`src/hw/rtl/windowed_sine_tone_generator_core_macros.svh`:
```
// ----------------------------------------------------------------------------
// Assertion macros for the windowed sine tone generator
// Implication checks on clk, switched off while rst is high.
// ----------------------------------------------------------------------------
`ifndef WINDOWED_SINE_TONE_GENERATOR_CORE_MACROS_SVH
`define WINDOWED_SINE_TONE_GENERATOR_CORE_MACROS_SVH

// Consequent must hold in the same cycle as the antecedent.
`define WSTG_ASSERT_SAME(label, ante, cons, msg) \
  label: assert property (@(posedge clk) disable iff (rst) (ante) |-> (cons)) \
    else $error(msg);

// Consequent must hold in the cycle after the antecedent.
`define WSTG_ASSERT_NEXT(label, ante, cons, msg) \
  label: assert property (@(posedge clk) disable iff (rst) (ante) |=> (cons)) \
    else $error(msg);

`endif

```
`src/hw/rtl/wstg_pkg.sv`:
```
// ----------------------------------------------------------------------------
// wstg_pkg
// Shared types and constants of the windowed sine tone generator.
// ----------------------------------------------------------------------------
package wstg_pkg;

  localparam int DEF_INDEX_BITS  = 24;
  localparam int DEF_PHASE_BITS  = 32;
  localparam int DEF_TABLE_BITS  = 12;
  localparam int DEF_SAMPLE_BITS = 16;

  localparam int AMP_BITS = 16;
  localparam int AMP_FRAC = 15;
  localparam int REG_IDX_BITS = 3;

  localparam logic [63:0] FREQ_WORD_RESET = 64'd89478485;
  localparam logic [AMP_BITS-1:0] AMPLITUDE_RESET = 16'd16384;

  typedef enum logic [REG_IDX_BITS-1:0] {
    REG_FREQ_WORD    = 3'd0,
    REG_PHASE_OFFSET = 3'd1,
    REG_AMPLITUDE    = 3'd2,
    REG_START_INDEX  = 3'd3,
    REG_END_INDEX    = 3'd4
  } wstg_reg_t;

  // Control travelling alongside each sample through the pipe.
  typedef struct packed {
    logic valid;
    logic win;
    logic neg;
  } wstg_ctl_t;

endpackage

```
`src/hw/rtl/wstg_phase.sv`:
```
// ----------------------------------------------------------------------------
// wstg_phase
// Window check and phase accumulation: index times increment, then offset,
// folded into a quarter-wave table address.
// ----------------------------------------------------------------------------
module wstg_phase #(
  parameter int INDEX_BITS = wstg_pkg::DEF_INDEX_BITS,
  parameter int PHASE_BITS = wstg_pkg::DEF_PHASE_BITS,
  parameter int TABLE_BITS = wstg_pkg::DEF_TABLE_BITS
) (
  input  logic                      clk,
  input  logic                      rst,
  input  logic                      accept,
  input  logic [INDEX_BITS-1:0]     sample_index,
  input  logic [PHASE_BITS-1:0]     freq_word,
  input  logic [PHASE_BITS-1:0]     phase_offset,
  input  logic [INDEX_BITS:0]       start_index,
  input  logic [INDEX_BITS:0]       end_index,
  output wstg_pkg::wstg_ctl_t       ctl_out,
  output logic [TABLE_BITS-2:0]     rom_addr
);
  import wstg_pkg::*;

  localparam int ADDR_BITS = TABLE_BITS - 1;
  localparam logic [ADDR_BITS-1:0] QUARTER_LEN = ADDR_BITS'(1) << (TABLE_BITS - 2);

  logic [INDEX_BITS+PHASE_BITS-1:0] prod_full;
  logic [INDEX_BITS:0]              idx_ext;
  logic                             win;
  wstg_ctl_t                        ctl_a;
  logic [PHASE_BITS-1:0]            prod;
  logic [PHASE_BITS-1:0]            phase;
  logic [TABLE_BITS-1:0]            k;
  logic [ADDR_BITS-1:0]             r_ext;

  assign idx_ext   = {1'b0, sample_index};
  assign win       = (idx_ext >= start_index) && (idx_ext < end_index);
  assign prod_full = {{PHASE_BITS{1'b0}}, sample_index} * {{INDEX_BITS{1'b0}}, freq_word};

  // Stage A: multiply
  always_ff @(posedge clk) begin
    if (rst) ctl_a.valid <= 1'b0;
    else     ctl_a.valid <= accept;
    ctl_a.win <= win;
    ctl_a.neg <= 1'b0;
    prod      <= prod_full[PHASE_BITS-1:0];
  end

  assign phase = phase_offset + prod;
  assign k     = phase[PHASE_BITS-1 -: TABLE_BITS];
  assign r_ext = {1'b0, k[TABLE_BITS-3:0]};

  // Stage B: add offset, fold the quadrant onto the quarter table
  always_ff @(posedge clk) begin
    if (rst) ctl_out.valid <= 1'b0;
    else     ctl_out.valid <= ctl_a.valid;
    ctl_out.win <= ctl_a.win;
    ctl_out.neg <= k[TABLE_BITS-1];
    rom_addr    <= k[TABLE_BITS-2] ? (QUARTER_LEN - r_ext) : r_ext;
  end

endmodule

```
`config.mk`:
```
export PLATFORM = sky130hd
export DESIGN_NAME = wstg_phase
export DESIGN_NICKNAME = d
export VERILOG_FILES = /design/src/hw/rtl/windowed_sine_tone_generator_core_macros.svh /design/src/hw/rtl/wstg_pkg.sv /design/src/hw/rtl/wstg_phase.sv
export SDC_FILE = /design/constraint.sdc
export NUM_CORES = 1
export LEC_CHECK = 0
export ABC_AREA = 1
export BUFFER_PORTS_ARGS = -buffer_cell sky130_fd_sc_hd__buf_2
export CORE_AREA = 2 2 204 206
export DETAILED_ROUTE_END_ITERATION = 10
export DIE_AREA = 0 0 206 208
export HOLD_SLACK_MARGIN = 0.15
export PLACE_DENSITY = 0.72
export SETUP_SLACK_MARGIN = 0.1
export SLEW_MARGIN = 20
export SYNTH_ARGS = -nofsm -noshare
export SYNTH_HDL_FRONTEND = slang
export SYNTH_SLANG_ARGS = --single-unit
```
`constraint.sdc`:
```
create_clock -name clk -period 7.6 [get_ports clk]
set_input_delay 0.38 -clock clk [delete_from_list [all_inputs] [get_ports clk]]
set_output_delay 0.38 -clock clk [all_outputs]
set_load 0.02 [all_outputs]
```
### Yosys cells after proc, flatten, opt, wreduce, memory -nomap -nowiden

Index checks and enable logic that the tools add are counted.
W data, S select, Z words.

| cells by class | value |
|---|---|
| equality and inequality tests | 0 |
| shift operators | 0 |
| reduce and logical (&&, ||, !) cells | 1 |
| magnitude comparators | 2 |
| multipliers | 1 |
| divide/modulo/power cells | 0 |
| add/subtract/negate cells | 2 |
| bitwise operators | 0 |
| multiplexer cells | 1 |

Operator list:

| cell | number |
|---|---|
| $add A32 B32 Y32 | 1 |
| $mul A24 B32 Y32 | 1 |
| $ge A24 B25 Y1 | 1 |
| $lt A24 B25 Y1 | 1 |
| $sub A11 B10 Y11 const A | 1 |
| $mux W10 | 1 |
| $logic_and A1 B1 Y1 | 1 |

| word-level totals | value |
|---|---|
| bits in writable memories | 0 |
| bits in registers | 48 |
| latch bits | 0 |
| bits in read-only memories | 0 |
| memories | 0 |
| input port bits | 141 |

### Logic depth before layout (Yosys ltp)

| logic depth | value |
|---|---|
| depth after elaboration | 3 |
| gate-level depth with buffers | 30 |
| mapped depth without buffers | 28 |

### Least setup slack after synthesis

OpenSTA, ideal clock, no wires.

| path | value |
|---|---|
| path kind | input -> register |
| start | input port sample_index[3] |
| end | register prod[31] |
| path buffers | 2 |
| stages | 25 |
| data required time | 7.487 ns |
| arrival time | 5.966 ns |
| library setup time | 0.113 ns |
| slack | 1.521 ns |
| cell sequence | clkbuf_1 > clkbuf_1 > nand2_1 > fa_1 > inv_1 > fa_1 > inv_1 > fa_1 > fa_1 > inv_1 > fa_1 > fa_1 > inv_1 > fa_1 > inv_1 > ha_1 > a21oi_1 > o21ai_0 > a21oi_1 > nand3_1 > a21o_1 > a21oi_1 > inv_1 > nand3_1 > nand2_1 |

| between the ends | value |
|---|---|
| longest elaborated chain between the ends | 1 |

RTL lines:

| item | line | source |
|---|---|---|
| start: declaration | wstg_phase.sv:14 | `input logic [INDEX_BITS-1:0] sample_index,` |
| $mul A24 B32 Y32 | wstg_phase.sv:38 | `assign prod_full = {{PHASE_BITS{1'b0}}, sample_index} * {{INDEX_BITS{1'b0}}, freq_word};` |
| net prod_full[31] | wstg_phase.sv:27 | `logic [INDEX_BITS+PHASE_BITS-1:0] prod_full;` |
| end signal: assignment | wstg_phase.sv:46 | `prod <= prod_full[PHASE_BITS-1:0];` |
| end: declaration | wstg_phase.sv:31 | `logic [PHASE_BITS-1:0] prod;` |

The timed path passes the listed nets, and every way through them passes these cells.
A chain may end at the register's enable or synchronous reset.

### Worst setup path in the final report

| path | value |
|---|---|
| start | input port sample_index[2] |
| end | register prod[31] |

Same word-level chain as after synthesis.

==> run_results.csv <==
group,metric,value,unit
status,status,"finished clean",
synthesis,synthTopCellsByArea,"fa_1, inv_1, nand2_1, ha_1, dfxtp_1",
layout,drive_gt1_share,7.83,%
die,io_pins,155,
detailed_routing,drtPass1Iterations,7,
detailed_routing,vias_per_cell,4.99,
timing,post-route-period-util,82.2,%
detailed_routing,wl_per_cell,15.9,um
detailed_routing,wirelength,54.1,mm
timing,fin_tns_setup,0,ns
layout,fillerInstances,3977,
global_routing,grt_max_degree,34,
worst_hold_path,hold_class,"input port to flop",
synthesis,async_flop_share,0,%
worst_setup_path,critical_path_class,"input port to flop",
layout,synthToLayoutAreaGrowth,6.06,%
worst_hold_path,hold_path_depth,2,
cts,insertion_delay,0.29,ns
timing,rsz0062_at_grt,"no",
synthesis,yosysTopAreaCellShare,38.9,%
global_routing,antenna_found_initial,0,
detailed_routing,drc,0,
cts,cts_root_buf,"clkbuf_16",
global_routing,grt_pass1_vias,18600,
synthesis,synth-main-ff-cell,"dfxtp_1",
cts,cts_tree,"yes",
synthesis,syn_inst,2790,
placed_design,dp_hpwl,44.0,mm
detailed_routing,drt_iter0_drc,1227,
global_routing,grt_pass1_wl,90.4,mm
synthesis,syn_nets,3489,
timing,skew,0.00799,ns
worst_setup_path,crit_required,7.78,ns
synthesis,synth_top_area_cell,"fa_1",
die,start_util,49.4,%
worst_hold_path,hold-path-endpoint,"ctl_out[2]",
cts,htree_levels,2,
synthesis,ys_seq_elements,48,
timing,final_max_slew_viol_count,0,
layout,n_antenna_cell,0,
cts,clockBufferDepth,2,
timing,tightest_slew,0.861,ns
placed_design,numPortBuffers,154,
worst_setup_path,rr_startpoint,"prod[13]",
global_routing,grt_overflow,0,
synthesis,yosysWarnings,0,
timing,slew_headroom,42.6,%
worst_setup_path,startpoint_type,"input port",
cts,clk_pin_slew_worst_paths,0.07,ns
synthesis,ys_seq_area_share,4.80,%
worst_setup_path,r2r-end,"rom_addr[8]",
layout,layout.nets,3558,
die,core_area,40600,um2
die,die_w,206,um
synthesis,synth.distinct_cells,48,
synthesis,synth.cell_area,20000,um2
worst_hold_path,min_from,"rst",
worst_setup_path,reg2reg_depth,15,
cts,cts_buffers,5,
die,rows,74,
timing,setup_viol,0,
cts,cts_sinks,48,
worst_setup_path,worstSetupEndpointType,"flop",
worst_setup_path,crit_fanout,32,
die,die-area,42800,um2
worst_setup_path,r2r_setup_slack,5.19,ns
die,fp.dieH,208,um
cts,holdBufCountCts,0,
timing,fmax,160,MHz
cts,postCtsSetupBuffers,0,
flow_run,cap_violations,0,
worst_setup_path,cp.arrival,6.43,ns
synthesis,synth_edf_count,0,
detailed_routing,vias,16900,
timing,hold_viol,0,
synthesis,syn-mean-instance-area,7.18,um2
timing,finalWorstPathRequiredPeriod,6.25,ns
cts,cts.repair.resized,0,
placed_design,place.gp.congestion,0.897,
global_routing,grt_usage,26.5,%
detailed_routing,antenna_left,0,
routing by layer:
metal	vias to the layer above	global-route usage [%]	share of wire [%]	wire [um]
li1	7982	-	-	-
met1	8194	33.2	40	21400
met2	633	47.0	50	26900
met3	123	3.13	7.3	3930
met4	0	8.99	3.3	1810
met5	-	0	0	0
worst max path at each step:
stage	slack [ns]	cells after the start	to	start
2_1_floorplan	1.52	25	prod[31]	sample_index[3]
4_1_cts	1.34	21	prod[30]	sample_index[6]
5_1_grt	0.94	25	prod[24]	sample_index[3]
6_report	1.35	24	prod[31]	sample_index[2]
3_3_place_gp	1.10	24	prod[31]	sample_index[3]
3_5_place_dp	1.04	21	prod[30]	sample_index[6]
sequential cells by signal, indices dropped and copies added, names as in the netlist:
register and cells:
ctl_a 2, ctl_out 3, prod 32, rom_addr 11
per-stage QoR:
step                util (%)  instance area, um2  std cells  hold slack (ns)  worst slack [ns]
floorplan                  -               20000       2790            0.310              1.52
global placement        52.0               21100       3384            0.316              1.10
detailed placement      52.0               21100       3384            0.316              1.04
CTS                     52.4               21200       3392            0.252              1.34
global route            52.4               21200       3392            0.257             0.939
finish                  52.4               21200       3392            0.253              1.35
logic make-up (layout without fill, tap and decap cells):
family | after synthesis | count (layout) | share of synthesized area [%]
AND/OR/NAND/NOR | 1001 | 1001 | 20.4
flip-flops | 48 | 48 | 4.80
AO/OA/AOI/OAI | 125 | 125 | 3.59
buffers and inverters | 991 | 1061 | 18.7
adder cells (fa/ha/maj) | 558 | 558 | 49.5
XOR/XNOR | 67 | 67 | 3.00
critical path: stages:
cell     delay, ns
buf_2         0.63
nand2_1       0.12
inv_1         0.11
fa_1          0.42
inv_1         0.10
fa_1          0.42
fa_1          0.48
fa_1          0.53
fa_1          0.54
inv_1         0.05
fa_1          0.47
inv_1         0.05
fa_1          0.47
inv_1         0.04
ha_1          0.32
a21oi_1       0.25
o21ai_0       0.16
a21oi_1       0.15
nand3_1       0.15
a21o_1        0.21
a21oi_1       0.16
inv_1         0.06
nand3_1       0.07
nand2_1       0.06
synthesized netlist by cell type, drive strengths merged, types with 17 or more instances:
cell	n
o21ai	23
clkbuf	69
fa	389
xor2	42
nor2	78
buf	24
nand3	57
dfxtp	48
nand4	17
a21oi	73
xnor2	24
nand2	824
ha	169
inv	897
cell type report:
| type | count | area [um2] | share of cell area, % |
|---|---|---|---|
| clock buffers | 7 | 143 | 0.672 |
| multi-input cells | 1751 | 15300 | 72.1 |
| repair buffers | 155 | 778 | 3.67 |
| flip-flops and latches | 48 | 961 | 4.53 |
| clock inverters | 1 | 7.51 | 0.0354 |
| inverters | 898 | 3370 | 15.9 |
| well taps | 532 | 666 | 3.13 |
layout by cell type (no fill, tap or decap), types with 42 or more instances in the layout:
cell type	count
fa_1	389
nor2_1	65
nand3_1	51
dfxtp_1	48
buf_2	154
a21oi_1	69
ha_1	169
xor2_1	42
inv_1	889
nand2_1	802
Power is not shown: default switching activity piles up to over one toggle a cycle in this logic, so the estimate is an artifact.
