===== src/hw/rtl/windowed_sine_tone_generator_core_macros.svh =====
// ----------------------------------------------------------------------------
// Assertion macros for the windowed sine tone generator
// Implication checks on clk, switched off while rst is high.
// ----------------------------------------------------------------------------
`ifndef WINDOWED_SINE_TONE_GENERATOR_CORE_MACROS_SVH
`define WINDOWED_SINE_TONE_GENERATOR_CORE_MACROS_SVH

// Consequent must hold in the same cycle as the antecedent.
`define WSTG_ASSERT_SAME(label, ante, cons, msg) \
  label: assert property (@(posedge clk) disable iff (rst) (ante) |-> (cons)) \
    else $error(msg);

// Consequent must hold in the cycle after the antecedent.
`define WSTG_ASSERT_NEXT(label, ante, cons, msg) \
  label: assert property (@(posedge clk) disable iff (rst) (ante) |=> (cons)) \
    else $error(msg);

`endif


===== src/hw/rtl/wstg_pkg.sv =====
// ----------------------------------------------------------------------------
// wstg_pkg
// Shared types and constants of the windowed sine tone generator.
// ----------------------------------------------------------------------------
package wstg_pkg;

  localparam int DEF_INDEX_BITS  = 24;
  localparam int DEF_PHASE_BITS  = 32;
  localparam int DEF_TABLE_BITS  = 12;
  localparam int DEF_SAMPLE_BITS = 16;

  localparam int AMP_BITS = 16;
  localparam int AMP_FRAC = 15;
  localparam int REG_IDX_BITS = 3;

  localparam logic [63:0] FREQ_WORD_RESET = 64'd89478485;
  localparam logic [AMP_BITS-1:0] AMPLITUDE_RESET = 16'd16384;

  typedef enum logic [REG_IDX_BITS-1:0] {
    REG_FREQ_WORD    = 3'd0,
    REG_PHASE_OFFSET = 3'd1,
    REG_AMPLITUDE    = 3'd2,
    REG_START_INDEX  = 3'd3,
    REG_END_INDEX    = 3'd4
  } wstg_reg_t;

  // Control travelling alongside each sample through the pipe.
  typedef struct packed {
    logic valid;
    logic win;
    logic neg;
  } wstg_ctl_t;

endpackage


===== src/hw/rtl/wstg_scale.sv =====
// ----------------------------------------------------------------------------
// wstg_scale
// Gain stage: magnitude times Q1.15 amplitude, floor shift, clamp, sign and
// window gating into the output registers.
// ----------------------------------------------------------------------------
module wstg_scale #(
  parameter int SAMPLE_BITS = wstg_pkg::DEF_SAMPLE_BITS
) (
  input  logic                             clk,
  input  logic                             rst,
  input  wstg_pkg::wstg_ctl_t              ctl_in,
  input  logic [SAMPLE_BITS-2:0]           mag,
  input  logic [wstg_pkg::AMP_BITS-1:0]    amplitude,
  output logic                             done,
  output logic signed [SAMPLE_BITS-1:0]    sample_value,
  output logic                             in_window
);
  import wstg_pkg::*;

  localparam int MAG_BITS  = SAMPLE_BITS - 1;
  localparam int PROD_BITS = MAG_BITS + AMP_BITS;
  localparam logic [SAMPLE_BITS-1:0] PEAK = {1'b0, {MAG_BITS{1'b1}}};
  localparam logic [PROD_BITS-1:0] ROUND_UP = PROD_BITS'((1 << AMP_FRAC) - 1);

  wstg_ctl_t              ctl_d;
  logic [PROD_BITS-1:0]   prod;
  logic [PROD_BITS-1:0]   rounded;
  logic [SAMPLE_BITS-1:0] quot;
  logic [SAMPLE_BITS-1:0] clamped;
  logic [SAMPLE_BITS-1:0] signed_val;

  // Stage D: multiply
  always_ff @(posedge clk) begin
    if (rst) ctl_d.valid <= 1'b0;
    else     ctl_d.valid <= ctl_in.valid;
    ctl_d.win <= ctl_in.win;
    ctl_d.neg <= ctl_in.neg;
    prod      <= {{AMP_BITS{1'b0}}, mag} * {{MAG_BITS{1'b0}}, amplitude};
  end

  // Negative samples round the magnitude up so the signed shift floors
  assign rounded    = ctl_d.neg ? (prod + ROUND_UP) : prod;
  assign quot       = rounded[PROD_BITS-1:AMP_FRAC];
  assign clamped    = (quot > PEAK) ? PEAK : quot;
  assign signed_val = ctl_d.neg ? (~clamped + SAMPLE_BITS'(1)) : clamped;

  // Stage E: output registers
  always_ff @(posedge clk) begin
    if (rst) begin
      done      <= 1'b0;
      in_window <= 1'b0;
    end else begin
      done      <= ctl_d.valid;
      in_window <= ctl_d.valid & ctl_d.win;
    end
    sample_value <= ctl_d.win ? signed_val : '0;
  end

endmodule


===== config.mk =====
export PLATFORM = sky130hd
export DESIGN_NAME = wstg_scale
export DESIGN_NICKNAME = d
export VERILOG_FILES = /design/src/hw/rtl/windowed_sine_tone_generator_core_macros.svh /design/src/hw/rtl/wstg_pkg.sv /design/src/hw/rtl/wstg_scale.sv
export SDC_FILE = /design/constraint.sdc
export NUM_CORES = 1
export LEC_CHECK = 0
export BUFFER_PORTS_ARGS = -buffer_cell sky130_fd_sc_hd__buf_2
export CORE_ASPECT_RATIO = 1.4
export CORE_MARGIN = 2
export CORE_UTILIZATION = 45
export CTS_CLUSTER_SIZE = 24
export DETAILED_ROUTE_END_ITERATION = 8
export GPL_TIMING_DRIVEN = 0
export PLACE_DENSITY = 0.62
export SETUP_SLACK_MARGIN = 0.15
export SLEW_MARGIN = 20
export SYNTH_ARGS = -nofsm -noshare
export SYNTH_HDL_FRONTEND = slang
export SYNTH_SLANG_ARGS = --single-unit

===== constraint.sdc =====
create_clock -name clk -period 18.7 [get_ports clk]
set_input_delay 3.74 -clock clk [delete_from_list [all_inputs] [get_ports clk]]
set_output_delay 3.74 -clock clk [all_outputs]
set_load 0.01 [all_outputs]

# [After elaboration in Yosys (flattened, before gate mapping)]
# Cells that the tools add are included.
[totals] register_bits=52 in_bits=36 out_inout_bits=18
[classes] n_addsub=2 multipliers=1 n_lt_le_gt_ge=1 mux=3 bitwise_logic=2
[op_table] op="$mux W16" n=2
[op_table] op="$add A31 B15 Y31 const B" n=1
[op_table] op="$mul A15 B16 Y31" n=1
[op_table] op="$mux W31" n=1
[op_table] op="$add A16 B1 Y16 const B" n=1
[op_table] op="$gt A16 B15 Y1 const B" n=1
[op_table] op="$not A16 Y16" n=1
[op_table] op="$and A1 B1 Y1" n=1

# [Longest topological paths before layout]
# Gate-level depths: netlist of run 1.
[depth] ltp_word=7 mapped_depth=23

# [Worst setup path before layout of run 1]
# Ideal clock, no wire load.
[synth_path] path_type="in2reg" start="input amplitude[14] in the netlist's numbering" end="register prod[30]" t_arrival_ns=9.192 required_ns=18.628 slack_ns=9.436 stages=21 n_path_buf=1 cell_sequence="clkbuf_1 and2_1 fa_1 inv_1 fa_1 inv_1 fa_1 fa_1 fa_1 inv_1 fa_1 inv_1 ha_1 a21oi_1 o21ai_0 a221o_1 a21o_1 o41ai_1 o2111ai_1 a21oi_1 xnor2_1"
[synth_between] elab_chain_len=1
[synth_lines] item="from (decl)" line="wstg_scale.sv:13" text="input logic [wstg_pkg::AMP_BITS-1:0] amplitude,"
[synth_lines] item="$mul A15 B16 Y31" line="wstg_scale.sv:38" text="prod <= {{AMP_BITS{1'b0}}, mag} * {{MAG_BITS{1'b0}}, amplitude};"
[synth_lines] item="to (signal assigned)" line="wstg_scale.sv:38"
[synth_lines] item="to (decl)" line="wstg_scale.sv:26" text="logic [PROD_BITS-1:0] prod;"
# No other way between the ends.
# A chain may end at the register's enable or synchronous reset.

# [Worst setup path in the final report of run 1]
[layout_path] start="input mag[10]" end="register prod[30]"
[layout_between] elab_chain_len=1
[layout_lines] item="from (decl)" line="wstg_scale.sv:12" text="input logic [SAMPLE_BITS-2:0] mag,"
[layout_lines] item="$mul A15 B16 Y31" line="wstg_scale.sv:38"
# No other way between the ends.

==> run_results.csv, run 1 <==
group,metric,value,unit
placement,numPortBuffers,53,
final_layout,ff_latch_area,1040,um^2
die,initial_core_util,45.8,%
power,power,2.09,mW
sta,timing.final.hold_violations,0,
final_layout,syn_to_final_growth,7.84,%
cts,cts_resized,0,
worst_setup_path,worstSetupStartpointType,"primary input",
power,p_int,1.02,mW
yosys,yosys-top-cells-area,"fa_1 36%, ha_1 12%, dfxtp_1 10%, and2_1 9.4%, inv_1 8.8%",
grt,grt_pass1_wl,40.1,mm
drt,viasPerCell,5.12,
yosys,synthFlopType,"dfxtp_1",
cts,root_buffer,"clkbuf_16",
sta,fin_setup_tns,0,ns
yosys,synth-edff-count,0,
drt,drt_iter0_drc,319,
worst_setup_path,critical_path_class,"in -> reg",
power,power_leakage,5.46,nW
placement,placed_area,10700,um^2
run_status,status,"complete, no violations",
cts,h-tree-depth,2,
grt,antenna_found_initial,0,
yosys,syn_nets,1447,
placement,hpwlAfterDp,21.1,mm
final_layout,nets,1507,
final_layout,layout-drive-gt1-share,6.19,%
sta,fin_crit_sh,53.7,%
flow_run,max_cap_viol_count,0,
final_layout,fillCellCount,2123,
cts,cts_tree,"yes",
sta,setup_violations,0,
power,p_sw,1.08,mW
die,die_h,181,um
final_layout,antenna_cells,0,
grt,first_global_vias,8017,
die,dieWidth,130,um
die,ioPinCount,54,
yosys,yosysWarnings,0,
sta,rsz0062_at_grt,"false",
yosys,ys_types,59,
yosys,avgSynthCellArea,8.83,um^2
drt,wl_per_cell,16.3,um
drt,dr.pass1.iters,5,
cts,postCtsSetupBuffers,0,
drt,vias,7639,
worst_setup_path,path_max_fanout,10,
power,power_frac_comb,85.5,%
sta,worstMarginPinSlew,0.747,ns
drt,ant_nets,0,
sta,final_max_slew_viol_count,0,
drt,drc,0,
yosys,yosysTopAreaCellShare,36.0,%
yosys,synthArstFlopShare,0,%
sta,whs,0.471,ns
cts,clk_pin_slew,0.06,ns
grt,grt_max_degree,16,
sta,relSlewSlack,49.5,%
cts,hold_buffers,0,
yosys,synth.largest_area_cell,"fa_1",
sta,fin_ws,8.67,ns
power,ir_worst_vdd,0.000151,V
die,die-area,23500,um^2
sta,finClkSkew,0.00173,ns
final_layout,fin_area,10800,um^2
placement,dp_slack,8.32,ns
final_layout,multiInputGateArea,7950,um^2
die,coreArea,21900,um^2
power,clkPwrFrac,4.3,%
placement,gp_congestion,0.930,
cts,cts_sinks,52,
yosys,seq_area_frac_synth,10.4,%
worst_setup_path,cp-end-kind,"flip-flop",
grt,track_usage,21.9,%
die,num_rows,64,
worst_setup_path,cp.required,18.90,ns
cts,numCtsBuffers,5,
yosys,synth-seq-cells,52,
sta,fmax,99.7,MHz
cts,cts_buffer_depth,2,
yosys,synthCells,1135,
grt,grt_overflow_total,0,
hold_path,hp-class,"reg -> reg",
cts,clock_latency,0.29,ns
yosys,syn-cell-area,10000,um^2
worst_setup_path,arrival,10.23,ns
power,power_per_cell_area,194,nW/um^2
sta,fin_crit,10.03,ns
drt,wirelength,24.3,mm
power,power_switching_share,51.5,%
power,p_seq_share,10.2,%
==> cell usage after synthesis (2+ instances only) <==
| library cell | count |
|---|---|
| fa_1 | 180 |
| a211oi_1 | 6 |
| xnor2_1 | 31 |
| nand3_1 | 16 |
| nor3b_1 | 2 |
| a21oi_1 | 36 |
| nand2b_1 | 5 |
| o211ai_1 | 4 |
| mux2i_1 | 3 |
| dfxtp_1 | 52 |
| nor4_1 | 3 |
| o41ai_1 | 2 |
| clkbuf_1 | 36 |
| and2_1 | 150 |
| nor3_1 | 9 |
| o21ai_0 | 21 |
| nand4_1 | 8 |
| o21bai_1 | 6 |
| ha_1 | 96 |
| o21a_1 | 6 |
| or4_1 | 2 |
| nor4_2 | 3 |
| and3_1 | 5 |
| nand2_1 | 125 |
| a21o_1 | 7 |
| o31ai_1 | 2 |
| and4_1 | 4 |
| nor2b_1 | 6 |
| and3b_1 | 4 |
| xor2_1 | 12 |
| and4_4 | 2 |
| nor2_1 | 30 |
| or3_1 | 2 |
| inv_1 | 234 |
==> power by group through the flow <==
stage               clock network, mW  logic [mW]  registers (mW)
finish                         0.0891        1.79           0.214
global route                   0.0982        2.05           0.219
CTS                            0.0921        1.81           0.214
detailed placement                  0        1.79           0.216
global placement                    0        1.78           0.215
floorplan                           0        1.39           0.216
==> cell families after synthesis <==
logic type / count (synthesis) / share of synthesized area, %
simple gates: 381 / 20.3
buf+inv: 273 / 10.3
mux: 3 / 0.300
compound gates: 107 / 6.98
fa+ha+maj: 276 / 48.0
flops: 52 / 10.4
xor+xnor: 43 / 3.76
==> critical path: stages <==
cell and delay, ns:
buf_2 0.22, clkbuf_1 0.54, nand2_1 0.18, fa_1 0.56, inv_1 0.06, fa_1 0.58
fa_1 0.44, fa_1 0.47, fa_1 0.52, inv_1 0.06, fa_1 0.48, inv_1 0.04
ha_1 0.35, a21oi_1 0.14, o21ai_0 0.13, a221o_1 0.35, a21o_1 0.19, o41ai_1 0.58
o2111ai_1 0.22, a21oi_1 0.20, xnor2_1 0.17
==> state kept, by name, indices dropped and copies added (netlist names) <==
name / count
prod: 31
ctl_d: 3
sample_value: 16
in_window: 1
done: 1
==> path summary, 6_finish.rpt <==
path                                from                to  slack [ns]  cells after the start
worst max-delay path             mag[10]          prod[30]        8.67                     21
worst min-delay path            ctl_d[2]              done        0.47                      1
worst max register to register  prod[25]  sample_value[14]       15.23                     13
worst min register to register  ctl_d[2]              done        0.47                      1
==> stage by stage <==
stage	utilization [%]	instances
final	49.4	1493
after detailed placement	48.7	1485
after global placement	48.7	1485
after global routing	49.4	1493
after floorplan	-	1135
after CTS	49.4	1493
==> cells in the final DEF (no fill, tap or decap), drive strengths merged, types with 2 or more instances in the layout <==
cell type | Yosys | final
inv | 234 | 234
fa | 180 | 180
and2 | 150 | 150
nand2 | 125 | 125
ha | 96 | 96
buf | 3 | 56
dfxtp | 52 | 52
clkbuf | 36 | 42
a21oi | 36 | 36
xnor2 | 31 | 31
nor2 | 30 | 30
o21ai | 22 | 22
nand3 | 16 | 16
xor2 | 12 | 12
nor3 | 9 | 9
nand4 | 9 | 9
a21o | 7 | 7
a211oi | 7 | 7
o21bai | 6 | 6
nor2b | 6 | 6
o21a | 6 | 6
and4 | 6 | 6
nor4 | 6 | 6
and3 | 5 | 5
nand2b | 5 | 5
o211ai | 4 | 4
and3b | 4 | 4
mux2i | 3 | 3
o41ai | 3 | 3
nor3b | 2 | 2
or3 | 2 | 2
o31ai | 2 | 2
or4 | 2 | 2
clkinv | 0 | 2
a2111oi | 2 | 2
==> final cells by class <==
cell class	count	share of cell area, %
clock buffer	6	1.29
inverter	234	8.13
buffer	39	1.44
clock inverter	2	0.0926
timing repair buffer	53	2.45
sequential	52	9.63
tap	297	3.44
multi-input combinational	810	73.5
==> metal layers <==
layer | wire [um] | vias up | part of all wire (%) | GRT usage [%]
met2 | 12600 | 179 | 52 | 39.4
met5 | 0 | - | 0 | 0
met3 | 825 | 56 | 3.4 | 1.84
met4 | 1160 | 0 | 4.8 | 8.86
met1 | 9760 | 3797 | 40 | 26.8
li1 | - | 3607 | - | -
(Power assumes the default switching activity.)
==> run 2, diff against run 1 <==
--- a/config.mk
+++ b/config.mk
@@ -12,7 +12,7 @@
 export CTS_CLUSTER_SIZE = 24
 export DETAILED_ROUTE_END_ITERATION = 8
 export GPL_TIMING_DRIVEN = 0
-export PLACE_DENSITY = 0.62
+export PLACE_DENSITY = 0.64
 export SETUP_SLACK_MARGIN = 0.15
 export SLEW_MARGIN = 20
 export SYNTH_ARGS = -nofsm -noshare
==> constraint.sdc (replaced) <==
create_clock -name clk -period 9.2 [get_ports clk]
set_input_delay 1.84 -clock clk [delete_from_list [all_inputs] [get_ports clk]]
set_output_delay 1.84 -clock clk [all_outputs]
set_load 0.01 [all_outputs]
==> run_results.csv, run 2 (synthesis gave the netlist of run 1 again) <==
group,metric,value,unit
worst_setup_path,r2r_cells,13,
cts,clk_pin_slew,0.06,ns
grt,grt_overflow_total,0,
sta,rsz0062_at_grt,"false",
grt,track_usage,21.6,%
grt,grt_max_degree,16,
drt,dr.pass1.iters,6,
final_layout,layout-drive-gt1-share,6.19,%
sta,finClkSkew,0.00462,ns
final_layout,top_regs,"prod: 31 flops, sample_value: 16 flops, ctl_d: 3 flops",
sta,fin_setup_tns,0,ns
cts,cts_tree,"yes",
power,power_per_cell_area,396,nW/um^2
worst_setup_path,r2r_setup_slack,5.74,ns
placement,placed_area,10700,um^2
drt,wirelength,24.1,mm
worst_setup_path,worstSetupStartpointType,"primary input",
die,die-area,23500,um^2
drt,drc,0,
worst_setup_path,critical_path_class,"in -> reg",
final_layout,largest_register_ffs,31,
cts,clock_latency,0.29,ns
die,num_rows,64,
hold_path,min_path_cells,1,
hold_path,hp-class,"reg -> reg",
die,die_h,181,um
cts,cts_sinks,52,
worst_setup_path,path_delay_family,"adder cells",
hold_path,hold_path_end,"done",
final_layout,layout_common_cells,"234 x inv_1, 180 x fa_1, 150 x and2_1",
final_layout,syn_to_final_growth,8.18,%
cts,postCtsSetupBuffers,0,
worst_setup_path,crit_path_frequent_cell,"fa_1",
die,ioPinCount,54,
drt,wl_per_cell,16.2,um
final_layout,final_common_cell,"inv_1",
worst_setup_path,arrival,8.29,ns
run_status,status,"complete, no violations",
worst_setup_path,critPathBufInv,5,
worst_setup_path,worstPathCellList,"buf_2 > clkbuf_1 > nand2_1 > fa_1 > fa_1 > inv_1 > fa_1 > fa_1 > fa_1 > inv_1 > fa_1 > inv_1 > ha_1 > a21oi_1 > o21ai_0 > a221o_1 > a21o_1 > o41ai_1 > o2111ai_1 > a21oi_1 > xnor2_1",
worst_setup_path,cp-end-kind,"flip-flop",
drt,drt_iter0_drc,402,
sta,relSlewSlack,39.5,%
cts,h-tree-depth,2,
cts,hold_buffers,0,
worst_setup_path,critPathMaxStageDelay,0.60,ns
sta,timing.final.hold_violations,0,
drt,vias,7619,
final_layout,nets,1507,
sta,fmax,124,MHz
flow_run,max_cap_viol_count,0,
placement,dp_slack,0.804,ns
worst_setup_path,crit_slowest_cell,"o41ai_1",
sta,final_max_slew_viol_count,0,
sta,fin_ws,1.11,ns
worst_setup_path,r2r-start,"prod[25]",
placement,numPortBuffers,53,
worst_setup_path,r2r_end,"sample_value[14]",
placement,gp_congestion,0.926,
die,initial_core_util,45.8,%
placement,hpwlAfterDp,20.7,mm
die,dieWidth,130,um
cts,cts_buffer_depth,2,
worst_setup_path,path_max_fanout,10,
drt,ant_nets,0,
final_layout,fillCellCount,2131,
cts,root_buffer,"clkbuf_16",
grt,grt_pass1_wl,39.6,mm
final_layout,antenna_cells,0,
sta,setup_violations,0,
cts,cts_resized,0,
cts,numCtsBuffers,5,
sta,worstMarginPinSlew,0.896,ns
drt,viasPerCell,5.10,
power,power_leakage,5.47,nW
grt,antenna_found_initial,0,
final_layout,top_register,"prod",
sta,fin_crit,8.09,ns
power,ir_worst_vdd,0.000306,V
final_layout,fin_area,10800,um^2
grt,first_global_vias,7921,
hold_path,hold_path.startpoint,"ctl_d[2]",
worst_setup_path,cp.required,9.40,ns
die,coreArea,21900,um^2
sta,fin_crit_sh,87.9,%
## run 2: cell types whose count changed in the layout (fill, tap and decap cells not counted), sizes merged
cell	delta
bufinv	+1
clkbuf	+1
clkinv	-2
## run 2: area by class of cell
class | count | area [um^2] | share of cell area (%)
buffer | 39 | 155 | 1.43
clock buffer | 7 | 153 | 1.41
clock inverter | 1 | 30.0 | 0.277
inverter | 234 | 878 | 8.10
multi-input combinational | 810 | 7950 | 73.3
sequential | 52 | 1040 | 9.60
tap | 297 | 372 | 3.43
timing repair buffer | 53 | 265 | 2.45
## run 2: metal layers
metal	GRT usage (%)	vias up	part of all wire, %
met5	0	-	0
met4	7.70	0	3.6
met3	2.14	59	4.4
met2	39.2	208	52
met1	26.2	3739	40
li1	-	3613	-
## run 2: power breakdown
group,switching [mW],total (mW),internal (mW)
clock,0.0773,0.220,0.143
combinational,2.06,3.63,1.58
sequential,0.0629,0.434,0.371
total,2.20,4.29,2.09
## run 2: through the flow
stage               hold WS, ns  util, %  total power, mW  cells
detailed placement        0.463     48.7             4.06   1485
global route              0.489     49.6             4.85   1493
finish                    0.463     49.6             4.29   1493
CTS                       0.467     49.6             4.31   1493
global placement          0.456     48.7             4.01   1485
floorplan                 0.439        -             3.26   1135
## run 2: worst max-delay path by stage
stage / cells after the start / slack (ns) / end / startpoint
2_1_floorplan: 21 / 1.84 / prod[30] / amplitude[14]
3_3_place_gp: 21 / 0.81 / prod[30] / mag[6]
3_5_place_dp: 21 / 0.80 / prod[30] / mag[6]
4_1_cts: 21 / 1.11 / prod[30] / mag[6]
5_1_grt: 21 / 0.68 / prod[30] / mag[7]
6_report: 21 / 1.11 / prod[30] / mag[7]
