### src/hw/rtl/windowed_sine_tone_generator_core_macros.svh
// ----------------------------------------------------------------------------
// Assertion macros for the windowed sine tone generator
// Implication checks on clk, switched off while rst is high.
// ----------------------------------------------------------------------------
`ifndef WINDOWED_SINE_TONE_GENERATOR_CORE_MACROS_SVH
`define WINDOWED_SINE_TONE_GENERATOR_CORE_MACROS_SVH

// Consequent must hold in the same cycle as the antecedent.
`define WSTG_ASSERT_SAME(label, ante, cons, msg) \
  label: assert property (@(posedge clk) disable iff (rst) (ante) |-> (cons)) \
    else $error(msg);

// Consequent must hold in the cycle after the antecedent.
`define WSTG_ASSERT_NEXT(label, ante, cons, msg) \
  label: assert property (@(posedge clk) disable iff (rst) (ante) |=> (cons)) \
    else $error(msg);

`endif

### src/hw/rtl/wstg_pkg.sv
// ----------------------------------------------------------------------------
// wstg_pkg
// Shared types and constants of the windowed sine tone generator.
// ----------------------------------------------------------------------------
package wstg_pkg;

  localparam int DEF_INDEX_BITS  = 24;
  localparam int DEF_PHASE_BITS  = 32;
  localparam int DEF_TABLE_BITS  = 12;
  localparam int DEF_SAMPLE_BITS = 16;

  localparam int AMP_BITS = 16;
  localparam int AMP_FRAC = 15;
  localparam int REG_IDX_BITS = 3;

  localparam logic [63:0] FREQ_WORD_RESET = 64'd89478485;
  localparam logic [AMP_BITS-1:0] AMPLITUDE_RESET = 16'd16384;

  typedef enum logic [REG_IDX_BITS-1:0] {
    REG_FREQ_WORD    = 3'd0,
    REG_PHASE_OFFSET = 3'd1,
    REG_AMPLITUDE    = 3'd2,
    REG_START_INDEX  = 3'd3,
    REG_END_INDEX    = 3'd4
  } wstg_reg_t;

  // Control travelling alongside each sample through the pipe.
  typedef struct packed {
    logic valid;
    logic win;
    logic neg;
  } wstg_ctl_t;

endpackage

### src/hw/rtl/wstg_cfg_regs.sv
// ----------------------------------------------------------------------------
// wstg_cfg_regs
// Configuration register file: phase increment, phase offset, gain and window.
// ----------------------------------------------------------------------------
module wstg_cfg_regs #(
  parameter int INDEX_BITS = wstg_pkg::DEF_INDEX_BITS,
  parameter int PHASE_BITS = wstg_pkg::DEF_PHASE_BITS,
  parameter int DATA_BITS  = wstg_pkg::DEF_PHASE_BITS
) (
  input  logic                              clk,
  input  logic                              rst,
  input  logic                              cfg_valid,
  output logic                              cfg_ready,
  input  logic [wstg_pkg::REG_IDX_BITS-1:0] cfg_index,
  input  logic [DATA_BITS-1:0]              cfg_data,
  output logic [PHASE_BITS-1:0]             freq_word,
  output logic [PHASE_BITS-1:0]             phase_offset,
  output logic [wstg_pkg::AMP_BITS-1:0]     amplitude,
  output logic [INDEX_BITS:0]               start_index,
  output logic [INDEX_BITS:0]               end_index
);
  import wstg_pkg::*;

  localparam logic [INDEX_BITS:0] END_RESET = (INDEX_BITS+1)'(1) << INDEX_BITS;

  logic wr;

  assign cfg_ready = ~rst;
  assign wr        = cfg_valid & cfg_ready;

  always_ff @(posedge clk) begin
    if (rst) begin
      freq_word    <= PHASE_BITS'(FREQ_WORD_RESET);
      phase_offset <= '0;
      amplitude    <= AMPLITUDE_RESET;
      start_index  <= '0;
      end_index    <= END_RESET;
    end else if (wr) begin
      // drop writes to unknown indexes
      unique case (cfg_index)
        REG_FREQ_WORD:    freq_word    <= cfg_data[PHASE_BITS-1:0];
        REG_PHASE_OFFSET: phase_offset <= cfg_data[PHASE_BITS-1:0];
        REG_AMPLITUDE:    amplitude    <= cfg_data[AMP_BITS-1:0];
        REG_START_INDEX:  start_index  <= cfg_data[INDEX_BITS:0];
        REG_END_INDEX:    end_index    <= cfg_data[INDEX_BITS:0];
        default: ;
      endcase
    end
  end

endmodule

### config.mk
export PLATFORM = sky130hd
export DESIGN_NAME = wstg_cfg_regs
export DESIGN_NICKNAME = d
export VERILOG_FILES = /design/src/hw/rtl/windowed_sine_tone_generator_core_macros.svh /design/src/hw/rtl/wstg_pkg.sv /design/src/hw/rtl/wstg_cfg_regs.sv
export SDC_FILE = /design/constraint.sdc
export NUM_CORES = 1
export LEC_CHECK = 0
export ABC_AREA = 1
export BUFFER_PORTS_ARGS = -buffer_cell sky130_fd_sc_hd__clkbuf_2
export CAP_MARGIN = 20
export CORE_AREA = 2 2 106 108
export DETAILED_ROUTE_END_ITERATION = 7
export DIE_AREA = 0 0 108 110
export PLACE_DENSITY = 0.76
export SLEW_MARGIN = 0
export SYNTH_ARGS = -nofsm -noshare
export SYNTH_HDL_FRONTEND = slang
export SYNTH_SLANG_ARGS = --single-unit
### constraint.sdc
create_clock -name clk -period 2.99 [get_ports clk]
set_clock_uncertainty 0.05 [all_clocks]
set_input_delay 0.598 -clock clk [delete_from_list [all_inputs] [get_ports clk]]
set_output_delay 0.598 -clock clk [all_outputs]
set_load 0.02 [all_outputs]
==> Word level (Yosys, flattened, before mapping) <==
Index checks and enable logic that the tools add are counted.
{ "classes": {"n_eq_ne": 4, "bitwise_logic": 2, "reduce_logical": 6} }
{ "ops": {"columns": ["cell", "count"], "rows": [
  ["$reduce_and A2 Y1", 5],
  ["$eq A3 B2 Y1 const B", 2],
  ["$eq A3 B1 Y1 const B", 1],
  ["$eq A3 B3 Y1 const B", 1],
  ["$logic_not A3 Y1", 1],
  ["$and A1 B1 Y1", 1],
  ["$not A1 Y1", 1]
]} }
{ "word_totals": {"register_bits": 130, "input_bits": 38, "output_inout_bits": 131} }

==> Logic depth before layout (Yosys ltp) <==
Gate-level depths: netlist of the first run.
{ "depth": {"ltp_word": 3, "ltp_mapped": 8} }

==> Worst setup path before layout of the first run <==
No wires, ideal clock.
{ "synth_timing": {"path_kind": "input to output", "startpoint": "in rst", "endpoint": "out cfg_ready", "arrival_time_ns": 1.242, "path_slack_ns": 1.100, "path_stages": 3, "path_buffers": 2, "cell_sequence": "inv_2 buf_2 buf_1"} }
{ "synth_between": {"elab_chain_cells": 1} }
{ "synth_lines": {"columns": ["item", "line_no", "text"], "rows": [
  ["start, declared", "wstg_cfg_regs.sv:11", "input logic rst,"],
  ["$not A1 Y1", "wstg_cfg_regs.sv:28", "assign cfg_ready = ~rst;"],
  ["end, declared", "wstg_cfg_regs.sv:13", "output logic cfg_ready,"]
]} }
Every way passes these cells.

==> Worst setup path in the final report of the first run <==
Same ends and word-level chain as after synthesis.

==> results of run 1 <==
## layer usage
metal / part of all wire, % / vias up / wire, um / track usage (%)
met1: 43 / 2407 / 6290 / 31.9
met4: 1.6 / 0 / 234 / 7.88
met2: 48 / 162 / 7030 / 40.5
li1: - / 2652 / - / -
met3: 7.8 / 17 / 1150 / 7.47
met5: 0 / - / 0 / 0
## worst min-delay path: cells and delay by family
family / cells / cell delay (ns)
simple gates: 2 / 0.11
buf+inv: 1 / 0.09
## cell type report
class / count / share of cell area, %
Clock buffer: 19 / 6.36
Clock inverter: 12 / 3.39
Inverter: 39 / 2.20
Multi-Input combinational cell: 521 / 33.1
Sequential cell: 130 / 38.4
Tap cell: 140 / 2.58
Timing Repair Buffer: 181 / 14.0
## registers in the layout, summed over array words and instances (netlist names)
name / cells
start_index: 25
freq_word: 32
phase_offset: 32
end_index: 25
amplitude: 16
## cell families after synthesis
family / synth area share [%]
and+or+nand+nor: 39.9
AOI/OAI and AO/OA: 2.58
buffers and inverters: 7.88
DFF: 49.7
## cells in the mapped netlist (all sizes together)
library cell  instances  area [sq um]
a21oi                25           125
dfxtp               130          2600
nand4                24           150
nand3               107           536
o21ai                 2          10.0
nor2                213           837
clkbuf                6          22.5
buf                  49           244
inv                  39           146
nand2               150           566
## stage by stage
step | utilization (%) | area (sq um) | hold WS [ns] | power, mW | instances
4_1_cts | 63.4 | 6780 | 0.249 | 4.49 | 1042
3_5_place_dp | 57.2 | 6120 | 0.401 | 2.20 | 1011
6_report | 63.4 | 6780 | 0.264 | 4.48 | 1042
3_3_place_gp | 57.2 | 6120 | 0.393 | 2.19 | 1011
5_1_grt | 63.4 | 6780 | 0.263 | 4.63 | 1042
2_1_floorplan | - | 5240 | 0.494 | 2.07 | 745
## power by group
group          switching [mW]  internal [mW]  leakage [nW]
Sequential             0.0210           1.77          1.05
Clock                   0.771           1.55         0.315
Combinational           0.259          0.109          1.90
## path summary, 6_finish.rpt
path	slack, ns	cells after the start	start	endpoint
max	1.09	3	rst	cfg_ready
min	0.26	3	cfg_data[12]	freq_word[12]
max reg2reg	2.21	4	end_index[24]	end_index[24]
min reg2reg	0.42	2	freq_word[6]	freq_word[6]
## cells in the final DEF (no fill, tap or decap), types with 3 or more instances in the layout
master | synthesis | routed
nand2_1 | 149 | 149
clkbuf_2 | 0 | 168
clkbuf_16 | 0 | 16
dfxtp_1 | 130 | 130
inv_1 | 36 | 36
nand3_1 | 107 | 107
bufinv_16 | 0 | 6
buf_4 | 9 | 12
nor2_1 | 206 | 204
a21oi_1 | 25 | 25
nor2_4 | 4 | 7
clkinv_4 | 0 | 3
nand4_1 | 24 | 24
==> impl_metrics.yaml, run 1 <==
clock_network:
  numCtsBuffers: 17
  htree_levels: 4
  clk_latency_ns: 0.51
  cts_root_buf: "clkbuf_8"
  cts_resized: 0
  max-clock-path-buffers: 2
  ctsHoldBuffers: 0
  cts.sinks: 130
  cts_tree: "yes"
  cts.clk_slew.worst_paths_ns: 0.06
  post_cts_buffers: 0
layout:
  regArea_sq_um: 2600
  fillCellCount: 1050
  multi_input_area_sq_um: 2240
  fin_nets: 928
  antenna_cells: 0
  drive_above_1_share_pct: 24.8
  syn_to_final_growth_pct: 29.5
place:
  place_ws_ns: 0.683
  gp_congestion: 0.864
  port-buffer-count: 168
  dpl.hpwl_um: 9990
route:
  wl_per_cell_um: 14.1
  vias: 5238
  ant_nets: 0
  post-route-drc-count: 0
  vias_per_cell: 5.03
  wl_um: 14700
  drt_pre_antenna_iters: 4
  dr.first_iter.drc_count: 287
floorplan:
  placementRows: 38
  die_w_um: 108
  io_pins: 169
  start_util_pct: 49.0
  core-area_sq_um: 10700
  die_h_um: 110
  dieArea_sq_um: 11900
grt:
  grt_overflow: 0
  antenna_found_initial: 0
  grt_max_degree: 104
  grt_util_all_layers_pct: 24.9
  grt_pass1_wl_um: 22900
  grt_pass1_vias: 4573
yosys:
  syn_avg_cell_area_sq_um: 7.03
  synth_cell_types: 16
  ys_seq_area_share_pct: 49.7
  syn_inst: 745
  syn_nets: 783
  synth-seq-cells: 130
  syn_area_sq_um: 5240
  synth_warnings: 0
worst_setup_path:
  slowest_stage: "inv_4"
  critPathTopFamily: "buffers and inverters"
  crit_top_cell: "clkbuf_2"
  worstPathRequired_ns: 2.34
  worstSetupPathType: "primary input to output port"
  arrival_ns: 1.25
  path_buf_inv: 3
  worst_setup_path_start_kind: "primary input"
  crit_fanout: 30
  max_stage_delay_ns: 0.26
  end_kind: "output port"
  cp_cell_sequence: "clkbuf_2, inv_4, clkbuf_2"
timing:
  slew_headroom_pct: 33.9
  finalSetupTns_ns: 0
  worst_pin_slew_ns: 0.991
  finalMaxSlewViolations: 0
  setup_slack_ns: 1.09
  fin_crit_sh_pct: 63.6
  setup_violations: 0
  max_freq_mhz: 526
  hold_viol: 0
  min_period_ns: 1.90
  grt_setup_unrepaired: "no"
run:
  maxCapViolCount: 0
power:
  p_per_area_nw_per_um2: 660
  irDropWorstVdd_mv: 0.295
  p_leak_nw: 3.27
outcome:
  status: "finished clean"
min_path:
  hold_path.class: "primary input to flip-flop"
Power figures use the tool's default switching activity.
==> inputs of run 2 (changes only) <==
--- a/config.mk
+++ b/config.mk
@@ -5,13 +5,13 @@
 export SDC_FILE = /design/constraint.sdc
 export NUM_CORES = 1
 export LEC_CHECK = 0
-export ABC_AREA = 1
+export ABC_AREA = 0
 export BUFFER_PORTS_ARGS = -buffer_cell sky130_fd_sc_hd__clkbuf_2
 export CAP_MARGIN = 20
-export CORE_AREA = 2 2 106 108
+export CORE_AREA = 2 2 110 112
 export DETAILED_ROUTE_END_ITERATION = 7
-export DIE_AREA = 0 0 108 110
-export PLACE_DENSITY = 0.76
+export DIE_AREA = 0 0 112 114
+export PLACE_DENSITY = 0.74
 export SLEW_MARGIN = 0
 export SYNTH_ARGS = -nofsm -noshare
 export SYNTH_HDL_FRONTEND = slang
==> constraint.sdc (replaced) <==
create_clock -name clk -period 1.7 [get_ports clk]
set_clock_uncertainty 0.05 [all_clocks]
set_input_delay 0.34 -clock clk [delete_from_list [all_inputs] [get_ports clk]]
set_output_delay 0.34 -clock clk [all_outputs]
set_load 0.02 [all_outputs]
==> run 2 against run 1 <==
  * Critical path depth up 1
  * Clock power up 63%
  * Via count down 1.1%
  * Power up 69%
  * Sequential share of layout area down 0.42 points
  * Critical path type unchanged
  * Critical endpoint unchanged
  * Largest cell class unchanged
==> impl_metrics.yaml, run 2 <==
outcome:
  status: "finished clean"
clock_network:
  cts_resized: 0
  cts_root_buf: "clkbuf_16"
  ctsHoldBuffers: 0
  cts.clk_slew.worst_paths_ns: 0.06
  clk_latency_ns: 0.41
  cts_tree: "yes"
  post_cts_buffers: 0
  cts.sinks: 130
  numCtsBuffers: 17
  max-clock-path-buffers: 2
  htree_levels: 4
grt:
  grt_pass1_vias: 4720
  grt_max_degree: 65
  antenna_found_initial: 0
  grt_pass1_wl_um: 25700
  grt_overflow: 0
  grt_util_all_layers_pct: 25.8
timing:
  finalMaxSlewViolations: 0
  finalSetupTns_ns: 0
  min_period_ns: 1.51
  worst_pin_slew_ns: 0.472
  setup_violations: 0
  fin_crit_sh_pct: 88.9
  hold_viol: 0
  slew_headroom_pct: 68.5
  grt_setup_unrepaired: "no"
  max_freq_mhz: 662
worst_setup_path:
  cp-endpoint: "cfg_ready"
  reg2reg_setup_slack_ns: 0.98
  worstPathRequired_ns: 1.31
  timing.rr.end: "end_index[21]"
  worstSetupPathType: "primary input to output port"
  arrival_ns: 1.12
  crit_start: "rst"
  reg2reg_depth: 2
  crit-reg2reg-launch: "end_index[21]"
  end_kind: "output port"
  worst_setup_path_start_kind: "primary input"
  crit_fanout: 8
place:
  port-buffer-count: 168
  gp_congestion: 0.811
  dpl.hpwl_um: 11100
  dp_cells: 871
yosys:
  synth_commonest_cells: "dfxtp_1, nand3_1, a21oi_1"
  synthTopCellsByArea: "dfxtp_1, nand3_1, o211ai_2, a21oi_1, nand2_1"
  synth-main-ff-cell: "dfxtp_1"
  yosysMostFrequentCell: "dfxtp_1"
  synth_top_area_share_pct: 49.6
  syn_area_sq_um: 5240
  syn_avg_cell_area_sq_um: 8.74
  synth_top_area_cell: "dfxtp_1"
  synth_warnings: 0
  syn_inst: 600
  synth-seq-cells: 130
  ys_seq_area_share_pct: 49.6
  synth_edf_count: 0
  syn_nets: 638
  synthArstFlopShare_pct: 0
  synth_cell_types: 26
layout:
  reg.largest.list: "freq_word: 32 flops, phase_offset: 32 flops"
  fillCellCount: 1056
  final_common_cell: "clkbuf_2"
  layout.cells.non_filler: 903
  antenna_cells: 0
  regArea_sq_um: 2600
  syn_to_final_growth_pct: 30.8
  fin_nets: 781
  multi_input_area_sq_um: 2280
  drive_above_1_share_pct: 35.2
  layout_common_cells: "clkbuf_2, dfxtp_1, nand3_1, a21oi_1, nand2_1"
power:
  p_switching_mw: 1.84
  p_leak_nw: 3.02
  power_switching_share_pct: 24.4
  seqPwrFrac_pct: 41.5
  p_per_area_nw_per_um2: 1100
  comb_power_share_pct: 8.4
  p_clk_share_pct: 50.1
  p_int_mw: 5.72
  irDropWorstVdd_mv: 0.579
route:
  post-route-drc-count: 0
  vias: 5179
  drt_pre_antenna_iters: 5
  dr.first_iter.drc_count: 508
  vias_per_cell: 5.74
  ant_nets: 0
  wl_um: 16700
  wl_per_cell_um: 18.5
min_path:
  hold_path.class: "primary input to flip-flop"
run:
  maxCapViolCount: 0
floorplan:
  io_pins: 169
  placementRows: 40
  die_h_um: 114
  dieArea_sq_um: 12800
  core-area_sq_um: 11700
  die_w_um: 112
  start_util_pct: 44.8
[run 2: stage by stage]
step	util (%)	power (mW)	setup WS, ns	cell area [sq um]	hold slack, ns
2_1_floorplan	-	3.55	0.241	5240	0.413
3_3_place_gp	53.2	3.82	0.153	6230	0.405
3_5_place_dp	53.2	3.83	0.0892	6230	0.412
4_1_cts	58.6	7.61	0.212	6860	0.102
5_1_grt	58.6	7.81	0.178	6860	0.113
6_report	58.6	7.56	0.189	6860	0.117
[run 2: layout make-up]
type | count | share of cell area (%)
clock buffer | 21 | 6.86
tap | 147 | 2.68
multi-input combinational | 400 | 33.3
clock inverter | 11 | 2.23
sequential | 130 | 37.9
timing repair buffer | 192 | 16.9
inverter | 2 | 0.109
[run 2: worst min path at each step]
stage	startpoint	end	slack [ns]	depth (start not counted)
floorplan	cfg_data[24]	end_index[24]	0.41	2
global placement	phase_offset[26]	phase_offset[26]	0.41	2
detailed placement	phase_offset[28]	phase_offset[28]	0.41	2
CTS	cfg_data[25]	phase_offset[25]	0.10	3
global route	cfg_data[26]	phase_offset[26]	0.11	3
finish	cfg_data[26]	phase_offset[26]	0.12	3
[run 2: cells by family (layout without fill, tap and decap cells)]
group           Yosys count  after routing  share of synthesized area [%]
buf+inv                  70            226                           7.18
compound gates          188            188                           24.0
flops                   130            130                           49.6
simple gates            212            212                           19.2
[run 2: per-layer routing]
metal | track usage (%) | vias up | part of all wire [%]
li1 | - | 2436 | -
met5 | 0 | - | 0
met4 | 10.2 | 0 | 2.5
met1 | 33.6 | 2465 | 41
met2 | 40.9 | 249 | 48
met3 | 7.44 | 29 | 8.9
[run 2: power by group through the flow]
stage / sequential (mW) / clock (mW) / combinational, mW
floorplan: 3.26 / 0 / 0.288
global placement: 3.20 / 0 / 0.616
detailed placement: 3.20 / 0 / 0.628
CTS: 3.14 / 3.84 / 0.630
global route: 3.14 / 4.00 / 0.673
finish: 3.14 / 3.79 / 0.631
[run 2: worst max-delay path, stage by stage]
cell      delay, ns
clkbuf_2       0.17
buf_4          0.19
inv_2          0.20
clkbuf_2       0.22
==> inputs of run 3 (changes only) <==
==> constraint.sdc (replaced) <==
create_clock -name clk -period 1.35 [get_ports clk]
set_clock_uncertainty 0.05 [all_clocks]
set_input_delay 0.27 -clock clk [delete_from_list [all_inputs] [get_ports clk]]
set_output_delay 0.27 -clock clk [all_outputs]
set_load 0.02 [all_outputs]
==> run 3 against run 2 <==
  * Design area increased by 2.7%
  * Worst hold slack lost 0.083 ns
  * Utilization rose by 1.6 points
  * Worst setup slack worse by 0.15 ns
  * Combinational power is 35% higher
  * Highest routed layer unchanged
  * Die area is the same
  * Via count grew 1.8%
  * Largest power group unchanged
==> impl_metrics.yaml, run 3 (synthesis gave the netlist of run 2 again) <==
worst_setup_path:
  slowest_stage: "dfxtp_1"
  critPathTopFamily: "flip-flops"
  worstPathRequired_ns: 1.03
  crit_fanout: 2
  worstSetupPathType: "flip-flop to output port"
  worst_setup_path_start_kind: "flip-flop"
  end_kind: "output port"
  arrival_ns: 1.00
  path_buf_inv: 1
  max_stage_delay_ns: 0.39
  cp_cell_sequence: "clkbuf_2"
timing:
  slew_headroom_pct: 82.4
  max_freq_mhz: 760
  fin_crit_sh_pct: 97.5
  worst_pin_slew_ns: 0.263
  hold_viol: 0
  setup_violations: 0
  min_period_ns: 1.32
  finalMaxSlewViolations: 0
  grt_setup_unrepaired: "no"
floorplan:
  core-area_sq_um: 11700
  dieArea_sq_um: 12800
  die_w_um: 112
  io_pins: 169
  placementRows: 40
  die_h_um: 114
  start_util_pct: 44.8
place:
  port-buffer-count: 168
  placed_cell_area_sq_um: 6460
  dpl.hpwl_um: 11800
  gp_congestion: 0.916
clock_network:
  numCtsBuffers: 17
  post_cts_buffers: 0
  cts_tree: "yes"
  cts_resized: 0
  cts_root_buf: "clkbuf_16"
  cts.sinks: 130
  ctsHoldBuffers: 0
  clk_latency_ns: 0.41
  cts.clk_slew.worst_paths_ns: 0.05
  htree_levels: 4
  max-clock-path-buffers: 2
route:
  post-route-drc-count: 0
  vias: 5271
  drt_pre_antenna_iters: 5
  ant_nets: 0
  wl_per_cell_um: 18.3
  vias_per_cell: 5.73
  wl_um: 16900
  dr.first_iter.drc_count: 372
grt:
  grt_overflow: 0
  grt_pass1_wl_um: 26200
  grt_util_all_layers_pct: 26.5
  antenna_found_initial: 0
  grt_pass1_vias: 5021
  grt_max_degree: 43
layout:
  fin_nets: 798
  layout_common_cells: "clkbuf_2, dfxtp_1, nand3_1, a21oi_1, nand2_1"
  final_common_cell: "clkbuf_2"
  final_core_util_pct: 60.1
  fin_area_sq_um: 7040
  reg.largest.list: "freq_word: 32 flops, phase_offset: 32 flops"
  antenna_cells: 0
  drive_above_1_share_pct: 37.1
  syn_to_final_growth_pct: 34.3
power:
  p_leak_nw: 3.12
  irDropWorstVdd_mv: 1.02
  p_per_area_nw_per_um2: 1320
  power_mw: 9.33
run:
  maxCapViolCount: 0
outcome:
  status: "finished clean"
min_path:
  hold_path.class: "primary input to flip-flop"
## run 3: through the flow
| stage | worst slack [ns] | std cells | setup TNS [ns] | hold WS, ns |
|---|---|---|---|---|
| 2_1_floorplan | -0.0341 | 600 | -0.765 | 0.343 |
| 3_3_place_gp | -0.0577 | 888 | -2.17 | 0.404 |
| 3_5_place_dp | -0.107 | 888 | -5.27 | 0.412 |
| 4_1_cts | 0.0152 | 920 | 0 | 0.0185 |
| 5_1_grt | 0.0164 | 920 | 0 | 0.0219 |
| 6_report | 0.0340 | 920 | 0 | 0.0338 |
## run 3: per-layer routing
| metal | track usage, % | wire length (um) | vias up |
|---|---|---|---|
| met5 | 0 | 0 | - |
| met4 | 12.4 | 620 | 0 |
| met3 | 7.39 | 1430 | 42 |
| met2 | 42.7 | 8090 | 249 |
| met1 | 33.2 | 6730 | 2507 |
| li1 | - | - | 2473 |
## run 3: area by class of cell
class                      count  area [sq um]
tap                          147           184
inverter                       2          7.51
fill                        1030          4670
multi-input combinational    400          2330
sequential                   130          2600
clock buffer                  28           517
timing repair buffer         209          1340
clock inverter                 4          70.1
## run 3: where the power goes
part / internal [mW] / total [mW] / switching (mW)
Sequential: 3.91 / 3.95 / 0.0441
Combinational: 0.273 / 0.853 / 0.580
Clock: 2.96 / 4.53 / 1.57
Total: 7.14 / 9.33 / 2.19
## run 3: path summary, 6_finish.rpt
path               startpoint  cells past startpoint                to  slack, ns
max             freq_word[20]                      1     freq_word[20]       0.03
min              cfg_data[30]                      3  phase_offset[30]       0.03
max reg2reg     end_index[22]                      2     end_index[22]       0.60
min reg2reg  phase_offset[11]                      2  phase_offset[11]       0.42
## run 3: tightest hold or removal path, stage by stage
cell and delay, ns:
clkbuf_2 0.09, nand3_1 0.06, nand2_1 0.05
